`config.mk`:
```
export PLATFORM = sky130hd
export DESIGN_NAME = error_rate_escalation_supervisor
export DESIGN_NICKNAME = d
export VERILOG_FILES = /design/src/rtl/eres_pkg.sv /design/src/rtl/error_rate_escalation_supervisor.sv /design/src/rtl/eres_cfg_regs.sv
export SDC_FILE = /design/constraint.sdc
export NUM_CORES = 2
export LEC_CHECK = 0
export BUFFER_PORTS_ARGS = -buffer_cell sky130_fd_sc_hd__buf_2
export CORE_ASPECT_RATIO = 1.4
export CORE_UTILIZATION = 35
export DETAILED_ROUTE_END_ITERATION = 8
export GPL_TIMING_DRIVEN = 0
export SLEW_MARGIN = 15
export SYNTH_ARGS = -nofsm -noshare
export SYNTH_HDL_FRONTEND = slang
export SYNTH_SLANG_ARGS = --single-unit
export TNS_END_PERCENT = 10
```
`constraint.sdc`:
```
create_clock -name clk -period 14.4 [get_ports clk]
set_input_delay 2.88 -clock clk [delete_from_list [all_inputs] [get_ports clk]]
set_output_delay 2.88 -clock clk [all_outputs]
set_load 0.005 [all_outputs]
```
`src/rtl/eres_pkg.sv`:
```
`default_nettype none

package eres_pkg;

    localparam int CFG_INDEX_W = 4;
    localparam int CFG_DATA_W  = 16;

    localparam logic [CFG_INDEX_W-1:0] REG_ESC_CONTROL    = 4'd0;
    localparam logic [CFG_INDEX_W-1:0] REG_ESC_TRIP_LEVEL = 4'd1;
    localparam logic [CFG_INDEX_W-1:0] REG_ESC_PERIOD     = 4'd2;
    localparam logic [CFG_INDEX_W-1:0] REG_ESC_HOLDOFF    = 4'd3;
    localparam logic [CFG_INDEX_W-1:0] REG_SAFE_ENABLE    = 4'd4;
    localparam logic [CFG_INDEX_W-1:0] REG_SAFE_TRIP_LEVEL = 4'd5;
    localparam logic [CFG_INDEX_W-1:0] REG_SAFE_PERIOD    = 4'd6;
    localparam logic [CFG_INDEX_W-1:0] REG_SAFE_DWELL     = 4'd7;

    localparam logic [3:0]  RST_ESC_CONTROL     = 4'd0;
    localparam logic [15:0] RST_ESC_TRIP_LEVEL  = 16'd3;
    localparam logic [15:0] RST_ESC_PERIOD      = 16'd3000;
    localparam logic [15:0] RST_ESC_HOLDOFF     = 16'd6000;
    localparam logic        RST_SAFE_ENABLE     = 1'b0;
    localparam logic [15:0] RST_SAFE_TRIP_LEVEL = 16'd10;
    localparam logic [15:0] RST_SAFE_PERIOD     = 16'd5000;
    localparam logic [15:0] RST_SAFE_DWELL      = 16'd30000;

    // Bit positions inside esc_control.
    localparam int ESC_EN_BIT      = 3;
    localparam int ESC_ERR_BIT     = 0;
    localparam int ESC_TIMEOUT_BIT = 1;
    localparam int ESC_RULE_BIT    = 2;

    typedef struct packed {
        logic [3:0]  esc_control;
        logic [15:0] esc_trip_level;
        logic [15:0] esc_period;
        logic [15:0] esc_holdoff;
        logic        safe_enable;
        logic [15:0] safe_trip_level;
        logic [15:0] safe_period;
        logic [15:0] safe_dwell;
    } cfg_t;

    typedef struct packed {
        logic [31:0] now_ms;
        logic [31:0] error_total;
        logic [31:0] timeout_total;
        logic [31:0] rule_total;
    } sample_t;

    typedef struct packed {
        logic        esc_fired;
        logic [31:0] esc_delta_errors;
        logic [31:0] esc_delta_timeouts;
        logic [31:0] esc_delta_rules;
        logic [31:0] esc_fire_total;
        logic        safe_entered;
        logic        safe_exited;
        logic        safe_is_active;
        logic [31:0] safe_delta_errors;
        logic [31:0] safe_delta_timeouts;
        logic [31:0] safe_delta_escalations;
        logic [31:0] safe_fire_total;
    } report_t;

endpackage

`default_nettype wire

```
`src/rtl/error_rate_escalation_supervisor.sv`:
```
// An accepted sample request lands in the input register, then steps into the result
// register and shows up as a report request; a report stall holds it back in between.
// Throughput: one sample per cycle unless the report side stalls; the supervisor state
// updates in one pass as a sample moves from the input register to the result register.
// Reset: rst_n clears all supervisor state to zero and the config registers to their defaults.
`default_nettype none

module error_rate_escalation_supervisor #(
    parameter int COUNT_WIDTH = 32
) (
    input  wire logic                             clk,
    input  wire logic                             rst_n,
    input  wire logic                             sample_valid,
    output logic                                  sample_stall,
    input  wire eres_pkg::sample_t                sample,
    output logic                                  report_valid,
    input  wire logic                             report_stall,
    output eres_pkg::report_t                     report,
    input  wire logic                             cfg_valid,
    output logic                                  cfg_ready,
    input  wire logic [eres_pkg::CFG_INDEX_W-1:0] cfg_index,
    input  wire logic [eres_pkg::CFG_DATA_W-1:0]  cfg_data
);
    import eres_pkg::*;

    localparam int EXT_W = (COUNT_WIDTH > 32) ? COUNT_WIDTH : 32;

    cfg_t cfg;

    assign cfg_ready = 1'b1;

    eres_cfg_regs u_cfg_regs (
        .clk      (clk),
        .rst_n    (rst_n),
        .wr_en    (cfg_valid && cfg_ready),
        .wr_index (cfg_index),
        .wr_data  (cfg_data),
        .cfg      (cfg)
    );

    // Handshake and pipeline registers.
    logic    in_valid_reg;
    sample_t in_reg;
    logic    report_valid_reg;
    report_t report_reg;
    logic    advance;
    logic    in_load;

    assign advance      = !report_valid_reg || !report_stall;
    assign sample_stall = in_valid_reg && !advance;
    assign in_load      = sample_valid && !sample_stall;

    // Supervisor state.
    logic [31:0]            esc_last_eval_reg, esc_last_eval_next;
    logic [31:0]            esc_last_fire_reg, esc_last_fire_next;
    logic [31:0]            esc_base_err_reg, esc_base_err_next;
    logic [31:0]            esc_base_to_reg, esc_base_to_next;
    logic [31:0]            esc_base_rule_reg, esc_base_rule_next;
    logic [COUNT_WIDTH-1:0] esc_count_reg, esc_count_next;
    logic                   safe_active_reg, safe_active_next;
    logic [31:0]            safe_enter_reg, safe_enter_next;
    logic [31:0]            safe_last_eval_reg, safe_last_eval_next;
    logic [31:0]            safe_base_err_reg, safe_base_err_next;
    logic [31:0]            safe_base_to_reg, safe_base_to_next;
    logic [COUNT_WIDTH-1:0] safe_base_esc_reg, safe_base_esc_next;
    logic [COUNT_WIDTH-1:0] safe_count_reg, safe_count_next;

    // Step logic.
    logic [31:0]            esc_de, esc_dt, esc_dr;
    logic                   esc_eval, esc_hit, esc_fire;
    logic                   safe_exit, safe_go, safe_eval, safe_enter;
    logic [31:0]            safe_last_eval_eff, safe_base_err_eff, safe_base_to_eff;
    logic [COUNT_WIDTH-1:0] safe_base_esc_eff, safe_desc;
    logic [EXT_W-1:0]       safe_desc_ext, esc_count_ext, safe_count_ext;
    logic                   safe_desc_big;
    logic [33:0]            safe_score;
    logic [31:0]            safe_de, safe_dt;
    report_t                report_next;

    always_comb
    begin
        esc_eval = cfg.esc_control[ESC_EN_BIT]
            && ((in_reg.now_ms - esc_last_eval_reg) >= {16'd0, cfg.esc_period});
        esc_de = in_reg.error_total - esc_base_err_reg;
        esc_dt = in_reg.timeout_total - esc_base_to_reg;
        esc_dr = in_reg.rule_total - esc_base_rule_reg;
        esc_hit = (cfg.esc_control[ESC_ERR_BIT] && (esc_de >= {16'd0, cfg.esc_trip_level}))
            || (cfg.esc_control[ESC_TIMEOUT_BIT] && (esc_dt >= {16'd0, cfg.esc_trip_level}))
            || (cfg.esc_control[ESC_RULE_BIT] && (esc_dr >= {16'd0, cfg.esc_trip_level}));
        esc_fire = esc_eval && esc_hit
            && ((in_reg.now_ms - esc_last_fire_reg) >= {16'd0, cfg.esc_holdoff});

        esc_count_next     = esc_fire ? esc_count_reg + COUNT_WIDTH'(1) : esc_count_reg;
        esc_last_fire_next = esc_fire ? in_reg.now_ms : esc_last_fire_reg;
        esc_last_eval_next = esc_eval ? in_reg.now_ms : esc_last_eval_reg;
        esc_base_err_next  = esc_eval ? in_reg.error_total : esc_base_err_reg;
        esc_base_to_next   = esc_eval ? in_reg.timeout_total : esc_base_to_reg;
        esc_base_rule_next = esc_eval ? in_reg.rule_total : esc_base_rule_reg;

        // An exit re-baselines first; the window check then runs on the fresh baseline.
        safe_exit = cfg.safe_enable && safe_active_reg
            && ((in_reg.now_ms - safe_enter_reg) >= {16'd0, cfg.safe_dwell});
        safe_go = !safe_active_reg || safe_exit;
        safe_last_eval_eff = safe_exit ? in_reg.now_ms : safe_last_eval_reg;
        safe_base_err_eff  = safe_exit ? in_reg.error_total : safe_base_err_reg;
        safe_base_to_eff   = safe_exit ? in_reg.timeout_total : safe_base_to_reg;
        safe_base_esc_eff  = safe_exit ? esc_count_next : safe_base_esc_reg;

        safe_eval = cfg.safe_enable && safe_go
            && ((in_reg.now_ms - safe_last_eval_eff) >= {16'd0, cfg.safe_period});
        safe_de = in_reg.error_total - safe_base_err_eff;
        safe_dt = in_reg.timeout_total - safe_base_to_eff;
        safe_desc = esc_count_next - safe_base_esc_eff;
        safe_desc_ext = EXT_W'(safe_desc);
        // A fire delta beyond 32 bits trips safe mode on an evaluation whatever the score.
        safe_desc_big = safe_desc_ext > EXT_W'(32'hFFFF_FFFF);
        safe_score = 34'(safe_de) + 34'(safe_dt) + 34'(safe_desc_ext[31:0]);
        safe_enter = safe_eval
            && (safe_desc_big || (safe_score >= {18'd0, cfg.safe_trip_level}));

        if (safe_enter)
        begin
            safe_active_next = 1'b1;
        end
        else if (safe_exit)
        begin
            safe_active_next = 1'b0;
        end
        else
        begin
            safe_active_next = safe_active_reg;
        end
        safe_enter_next     = safe_enter ? in_reg.now_ms : safe_enter_reg;
        safe_count_next     = safe_enter ? safe_count_reg + COUNT_WIDTH'(1) : safe_count_reg;
        safe_last_eval_next = (safe_exit || safe_eval) ? in_reg.now_ms : safe_last_eval_reg;
        safe_base_err_next  = (safe_exit || safe_eval) ? in_reg.error_total
                                                       : safe_base_err_reg;
        safe_base_to_next   = (safe_exit || safe_eval) ? in_reg.timeout_total
                                                       : safe_base_to_reg;
        safe_base_esc_next  = (safe_exit || safe_eval) ? esc_count_next : safe_base_esc_reg;

        esc_count_ext  = EXT_W'(esc_count_next);
        safe_count_ext = EXT_W'(safe_count_next);

        report_next.esc_fired              = esc_fire;
        report_next.esc_delta_errors       = esc_eval ? esc_de : 32'd0;
        report_next.esc_delta_timeouts     = esc_eval ? esc_dt : 32'd0;
        report_next.esc_delta_rules        = esc_eval ? esc_dr : 32'd0;
        report_next.esc_fire_total         = esc_count_ext[31:0];
        report_next.safe_entered           = safe_enter;
        report_next.safe_exited            = safe_exit;
        report_next.safe_is_active         = safe_active_next;
        report_next.safe_delta_errors      = safe_eval ? safe_de : 32'd0;
        report_next.safe_delta_timeouts    = safe_eval ? safe_dt : 32'd0;
        report_next.safe_delta_escalations = safe_eval ? safe_desc_ext[31:0] : 32'd0;
        report_next.safe_fire_total        = safe_count_ext[31:0];
    end

    logic step;
    assign step = in_valid_reg && advance;

    always_ff @(posedge clk or negedge rst_n)
    begin
        if (!rst_n)
        begin
            in_valid_reg       <= 1'b0;
            report_valid_reg   <= 1'b0;
            esc_last_eval_reg  <= '0;
            esc_last_fire_reg  <= '0;
            esc_base_err_reg   <= '0;
            esc_base_to_reg    <= '0;
            esc_base_rule_reg  <= '0;
            esc_count_reg      <= '0;
            safe_active_reg    <= 1'b0;
            safe_enter_reg     <= '0;
            safe_last_eval_reg <= '0;
            safe_base_err_reg  <= '0;
            safe_base_to_reg   <= '0;
            safe_base_esc_reg  <= '0;
            safe_count_reg     <= '0;
        end
        else
        begin
            if (in_load)
            begin
                in_valid_reg <= 1'b1;
            end
            else if (advance)
            begin
                in_valid_reg <= 1'b0;
            end
            if (advance)
            begin
                report_valid_reg <= in_valid_reg;
            end
            if (step)
            begin
                esc_last_eval_reg  <= esc_last_eval_next;
                esc_last_fire_reg  <= esc_last_fire_next;
                esc_base_err_reg   <= esc_base_err_next;
                esc_base_to_reg    <= esc_base_to_next;
                esc_base_rule_reg  <= esc_base_rule_next;
                esc_count_reg      <= esc_count_next;
                safe_active_reg    <= safe_active_next;
                safe_enter_reg     <= safe_enter_next;
                safe_last_eval_reg <= safe_last_eval_next;
                safe_base_err_reg  <= safe_base_err_next;
                safe_base_to_reg   <= safe_base_to_next;
                safe_base_esc_reg  <= safe_base_esc_next;
                safe_count_reg     <= safe_count_next;
            end
        end
    end

    always_ff @(posedge clk)
    begin
        if (in_load)
        begin
            in_reg <= sample;
        end
        if (step)
        begin
            report_reg <= report_next;
        end
    end

    assign report_valid = report_valid_reg;
    assign report       = report_reg;

    // The input register only holds a request back while the result register is blocked.
    assert property (@(posedge clk) disable iff (!rst_n)
        sample_stall |-> (in_valid_reg && report_valid_reg && report_stall))
        else $error("sample stalled without a blocked report");

    assert property (@(posedge clk) disable iff (!rst_n)
        (step && esc_fire) |=> (esc_count_reg == $past(esc_count_reg) + COUNT_WIDTH'(1)))
        else $error("escalation fire did not advance the fire count");

    assert property (@(posedge clk) disable iff (!rst_n)
        (report_valid && report.safe_entered) |-> report.safe_is_active)
        else $error("safe mode entry reported while inactive");

    assert property (@(posedge clk) disable iff (!rst_n)
        (report_valid && report.safe_exited && !report.safe_entered)
            |-> !report.safe_is_active)
        else $error("safe mode exit reported while still active");

endmodule

`default_nettype wire

```
`src/rtl/eres_cfg_regs.sv`:
```
`default_nettype none

module eres_cfg_regs (
    input  wire logic                           clk,
    input  wire logic                           rst_n,
    input  wire logic                           wr_en,
    input  wire logic [eres_pkg::CFG_INDEX_W-1:0] wr_index,
    input  wire logic [eres_pkg::CFG_DATA_W-1:0]  wr_data,
    output eres_pkg::cfg_t                      cfg
);
    import eres_pkg::*;

    cfg_t cfg_reg;

    always_ff @(posedge clk or negedge rst_n)
    begin
        if (!rst_n)
        begin
            cfg_reg.esc_control     <= RST_ESC_CONTROL;
            cfg_reg.esc_trip_level  <= RST_ESC_TRIP_LEVEL;
            cfg_reg.esc_period      <= RST_ESC_PERIOD;
            cfg_reg.esc_holdoff     <= RST_ESC_HOLDOFF;
            cfg_reg.safe_enable     <= RST_SAFE_ENABLE;
            cfg_reg.safe_trip_level <= RST_SAFE_TRIP_LEVEL;
            cfg_reg.safe_period     <= RST_SAFE_PERIOD;
            cfg_reg.safe_dwell      <= RST_SAFE_DWELL;
        end
        else if (wr_en)
        begin
            case (wr_index)
                REG_ESC_CONTROL:     cfg_reg.esc_control     <= wr_data[3:0];
                REG_ESC_TRIP_LEVEL:  cfg_reg.esc_trip_level  <= wr_data;
                REG_ESC_PERIOD:      cfg_reg.esc_period      <= wr_data;
                REG_ESC_HOLDOFF:     cfg_reg.esc_holdoff     <= wr_data;
                REG_SAFE_ENABLE:     cfg_reg.safe_enable     <= wr_data[0];
                REG_SAFE_TRIP_LEVEL: cfg_reg.safe_trip_level <= wr_data;
                REG_SAFE_PERIOD:     cfg_reg.safe_period     <= wr_data;
                REG_SAFE_DWELL:      cfg_reg.safe_dwell      <= wr_data;
                default:
                begin
                    // Writes to unused indexes are dropped.
                end
            endcase
        end
    end

    assign cfg = cfg_reg;

endmodule

`default_nettype wire
```
# == After elaboration in Yosys (flattened, before gate mapping) ==
# Index checks and enable logic that the tools add are counted.
# totals
register_bits,876
latch_bits,0
ram_bits,0
rom_bits,0
wordCells,118
mem_count,0
# classes
addsub,14
n_mul,0
div_mod_pow,0
order_cmp,9
eq_ne,7
shift,0
mux,10
n_bitwise,0
n_reduce_logical,39
# ops
cell,count
$sub A32 B32 Y32,10
$ge A32 B16 Y1,7
$mux W32,6
$add A32 B1 Y32 const B,2
$add A33 B32 Y34,1
$ge A34 B16 Y1,1
$add A32 B32 Y33,1
$gt A32 B32 Y1 const B,1
$reduce_and A2 Y1,12
$eq A4 B3 Y1 const B,4
$logic_and A1 B1 Y1,14
$eq A4 B2 Y1 const B,2
$logic_or A1 B1 Y1,6
$logic_not A1 Y1,5
$eq A4 B1 Y1 const B,1
$logic_not A4 Y1,1
$mux W1,4
$reduce_bool A2 Y1,1

# == Longest topological paths before layout ==
# logic_depth
ltp_word,15
ltp_mapped,63
depth_no_buf,60

# == Cells and area by module ==
# Synthesis repeated with hierarchy kept, for this count alone.
# unflattened
hier_cells,5398
hier_area_um2,56910.8
# by_module_without_submodules
mod,instances,cells_each,area_per_inst_um2,seq_area_each_um2
error_rate_escalation_supervisor,1,5175,52999.6,21335.5
eres_cfg_regs,1,223,3911.3,2565.0

# == Worst setup path before layout ==
# OpenSTA, ideal clock, no wires.
# synth_path
kind,register to register
startpoint,register in_reg[0] (netlist name)
endpoint,"register report_reg (netlist bit report[1]), data pin"
setup_ns,0.260
arrival_time_ns,11.945
required_ns,14.140
slack_ns,2.195
path_stages_with_launch,61
path_buffers,3
path_cell_list,edfxtp_1 > inv_1 > ha_1 > inv_1 > fa_1 > a211oi_1 > o21ai_1 > and3_1 > or2_2 > nand2_1 > nand2_1 > xor2_1 > ha_1 > a211oi_1 > o211ai_1 > o221a_2 > a2111o_1 > or4_1 > [25 not listed] > o21ai_0 > o31a_1 > and2_1 > nor2b_1 > xnor2_1 > ha_1 > a222oi_1 > nand4_1 > nor3_1 > o2111a_1 > o2111ai_1 > or4_1 > a2111o_1 > a2111oi_0 > a41o_1 > buf_4 > buf_4 > mux2_2
# synth_lines
item,line_no,text
start: declaration,error_rate_escalation_supervisor.sv:43,sample_t in_reg;
start signal: assignment,error_rate_escalation_supervisor.sv:219,in_reg <= sample;
end signal: assignment,error_rate_escalation_supervisor.sv:223,report_reg <= report_next;
end: declaration,error_rate_escalation_supervisor.sv:45,report_t report_reg;

# == Worst setup path after layout ==
# layout_path
startpoint,register in_reg[0] (netlist name)
endpoint,register safe_enter_reg[13]
# layout_via
elab_chain_cells,14
elab_cells_between_ends,15
classes_between,add/sub (3); order compare (3); mux (2); reduce/logical (7)
# layout_lines
item,line_no,text
$sub A32 B32 Y32 (*),error_rate_escalation_supervisor.sv:86,esc_dr = in_reg.rule_total - esc_base_rule_reg;
via esc_dr[14],error_rate_escalation_supervisor.sv:69,"logic [31:0] esc_de, esc_dt, esc_dr;"
$ge A32 B16 Y1 (*),error_rate_escalation_supervisor.sv:89,"|| (cfg.esc_control[ESC_RULE_BIT] && (esc_dr >= {16'd0, cfg.esc_trip_level}));"
$logic_and A1 B1 Y1 (*),error_rate_escalation_supervisor.sv:89,
$logic_or A1 B1 Y1 (*),error_rate_escalation_supervisor.sv:89,
$logic_and A1 B1 Y1 (*),error_rate_escalation_supervisor.sv:90,esc_fire = esc_eval && esc_hit
$logic_and A1 B1 Y1 (*),error_rate_escalation_supervisor.sv:91,"&& ((in_reg.now_ms - esc_last_fire_reg) >= {16'd0, cfg.esc_holdoff});"
via esc_fire,error_rate_escalation_supervisor.sv:70,"logic esc_eval, esc_hit, esc_fire;"
$mux W32 (*),error_rate_escalation_supervisor.sv:93,esc_count_next = esc_fire ? esc_count_reg + COUNT_WIDTH'(1) : esc_count_reg;
via esc_count_ext[0],error_rate_escalation_supervisor.sv:74,"logic [EXT_W-1:0] safe_desc_ext, esc_count_ext, safe_count_ext;"
$mux W32,error_rate_escalation_supervisor.sv:107,safe_base_esc_eff = safe_exit ? esc_count_next : safe_base_esc_reg;
$sub A32 B32 Y32 (*),error_rate_escalation_supervisor.sv:113,safe_desc = esc_count_next - safe_base_esc_eff;
$add A33 B32 Y34,error_rate_escalation_supervisor.sv:117,safe_score = 34'(safe_de) + 34'(safe_dt) + 34'(safe_desc_ext[31:0]);
$ge A34 B16 Y1,error_rate_escalation_supervisor.sv:119,"&& (safe_desc_big || (safe_score >= {18'd0, cfg.safe_trip_level}));"
$logic_or A1 B1 Y1 (*),error_rate_escalation_supervisor.sv:119,
$logic_and A1 B1 Y1 (*),error_rate_escalation_supervisor.sv:119,
$reduce_and A2 Y1 (no line) (*),-,
end signal: assignment,error_rate_escalation_supervisor.sv:205,safe_enter_reg <= safe_enter_next;
end: declaration,error_rate_escalation_supervisor.sv:61,"logic [31:0] safe_enter_reg, safe_enter_next;"
# The timed path passes the listed nets; every way through them passes the cells marked *.
# A chain may end at the register's enable or synchronous reset.

==> summary.md <==
| Metric | Value |
|---|---|
| Skew final | 62.4 ps |
| Num CTS Buffers | 98 |
| RSZ-0062 raised after global routing | no |
| CP Class | reg2reg |
| Clock Path Buffers | 3 |
| Worst-case hold slack | 465 ps |
| Setup crit end | safe_enter_reg[13] |
| GRT Total Usage | 0.218 |
| Max reg flops | 260 |
| CP Max Fanout | 10 |
| Hold Crit Class | reg2reg |
| R2R cell count | 62 |
| Vias in the first global route | 42700 |
| Drt first pass iters | 6 |
| Sequential Area | 23900 sq um |
| Total die area | 162000 sq um |
| Critical Path Start | in_reg[0] |
| Post-Route WL | 181000 microns |
| Most frequent CP cell | inv_1 |
| Global-route wire length before repair | 265000 microns |
| Port Buffer Count | 414 |
| Fin. max-slew vios | 0 |
| Crit end category | register |
| Synth cell count leaders | 471 x ha_1, 458 x dfrtp_1, 450 x inv_1 |
| H-tree Lvls | 3 |
| Final ANT Viol Nets | 0 |
| Fillers | 15600 |
| Syn nets | 6122 |
| # nets final | 6679 |
| WP depth | 62 |
| Multi-input gate area | 30200 sq um |
| Fmax | 72.1 MHz |
| Critical path arrival | 14450 ps |
| Reg-to-reg startpoint | in_reg[0] |
| FFs w/ async S/R, synth | 0.557 |
| Clock sinks | 876 |
| Slew HR | 0.219 |
| R2r setup slk | 530 ps |
| Placed Area | 61100 sq um |
| Distinct cells, synth | 93 |
| Reg2reg end | safe_enter_reg[13] |
| Clock slew at reported path FFs | 60 ps |
| Seq cells post-synth | 876 |
| Vias | 44000 |
| Initial antenna violation count | 26 |
| Period utilisation layout | 0.963 |
| WL/cell | 22.0 microns |
| Area leader, netlist | edfxtp_1 |
| HPWL after detailed placement | 140000 microns |
| 1st-iter DRT viols | 3121 |
| Clk_lat worst skew | 760 ps |
| Warnings, synthesis | 0 |
| Largest net degree at the start of global routing | 97 |
| Crit path max-delay family | compound AO/OA/AOI/OAI gates |
| Num rows | 173 |
| CP bufs+invs | 9 |
| TritonCTS clock tree | done |
| Final instance area | 65300 sq um |
| Mean Syn Cell Area | 10.3 sq um |
| Post-route DRC | 0 |
| Top_reg_cell synth | dfrtp_1 |
| Via density | 5.36 |
| Max_cap viols | 0 |
| Least-Margin Pin Slew | 1170 ps |
| Layout cell share with drive strength beyond 1 | 0.178 |
| Area delta synth->final | 16.5% |
| Area contributors post-synth | edfxtp_1 21%, dfrtp_1 20%, ha_1 11% |
| CP Data Required Time | 14980 ps |
| Final worst-path setup slack | 527 ps |
| Sequential element share of the synthesized area | 0.426 |
| GRT overflow | 0 |
| Initial core utilization | 0.353 |
| Core area | 159000 sq um |
| Mapped Area | 56100 sq um |
| Ports | 416 |
| CP max stage delay | 480 ps |
| Die W | 340 microns |
| Final hold violation count | 0 |
| Critical Path Start Type | register |
| Yosys top cell area share | 0.208 |
| Final setup fails | 0 |
| EDFF count, synth | 388 |
| Most common cell in the synthesized netlist | ha_1 |
| Slowest-stage cell, CP | edfxtp_1 |
| Status | finished, final reports clean |
| Post-Synthesis Cells | 5455 |
| Pre-CTS setup slack | -1400 ps |
| GPL Wtd Cong | 0.946 |
| Clock Tree Root | clkbuf_16 |
| Die height | 476 microns |
| Tmin final | 13870 ps |
stage by stage:
stage                     cells   util  TNS (ps)
after floorplan            5455      -         0
after global placement     7969  0.383   -664290
after detailed placement   7983  0.385   -121430
after CTS                  8186  0.409         0
after global routing       8200  0.411         0
final                      8208  0.411         0
placed cells by master, fill, tap and decap left out, drive strengths merged, types with 14 or more instances in the layout:
cell type / n
buf: 513
xor2: 161
dfrtp: 458
a21o: 155
fa: 43
mux2i: 140
o211ai: 38
and2: 31
nand2b: 63
nor4: 27
xnor2: 215
nor2b: 93
clkinv: 35
edfxtp: 388
nor3: 104
o21bai: 46
nor2: 363
inv: 454
o21ai: 323
ha: 471
o21a: 57
a211oi: 45
or2: 20
nor3b: 14
mux2: 327
or3: 27
and3: 89
a21oi: 299
nand2: 354
nand3: 99
dfstp: 30
nand4: 72
clkbuf: 236
and4: 15
a31oi: 40
how the worst min path moves through the flow:
stage,cells after the start,end,from
2_1_floorplan,2,safe_base_to_reg[0],safe_base_to_reg[0]
3_3_place_gp,2,safe_base_err_reg[0],safe_base_err_reg[0]
3_5_place_dp,2,safe_base_to_reg[0],safe_base_to_reg[0]
4_1_cts,1,report_valid,in_valid_reg
5_1_grt,1,safe_enter_reg[28],safe_enter_reg[28]
6_report,1,report_valid,in_valid_reg
timing repair:
action / CTS / global route
pin swaps: 7 / 11
setup buffers: 18 / 11
resized for setup: 36 / 58
endpoints found under the setup margin: 99 / 99
gates cloned: 0 / 2
hold buffers: 0 / 0
logic make-up after synthesis:
kind of cell               count (synthesis)  share of synthesized area
and+or+nand+nor                         1406                      0.123
AOI/OAI and AO/OA                       1200                      0.137
DFF                                      876                      0.426
buffers and inverters                    615                     0.0436
adders and majority gates                514                      0.120
muxes                                    467                     0.0907
xor gates and xnor gates                 376                     0.0587
other                                      1                  0.0000669
layer usage:
metal / global-route usage / vias to the layer above / routed length [microns]
met4: 0.0942 / 0 / 8420
met5: 0 / - / 0
met1: 0.286 / 21600 / 78100
met2: 0.360 / 1375 / 83500
met3: 0.0285 / 299 / 10700
li1: - / 20800 / -
final cells by class:
type,count,share of cell area
repair buffers,459,0.0418
well taps,2100,0.0402
flip-flops and latches,876,0.366
inverters,450,0.0259
diodes,10,0.000383
multi-input cells,3964,0.462
clock inverters,59,0.0108
plain buffers,163,0.0121
clock buffers,127,0.0416
Power is left out: the tool's default activity adds up to more than one toggle a clock period on the data nets, which glitch-free logic cannot reach.
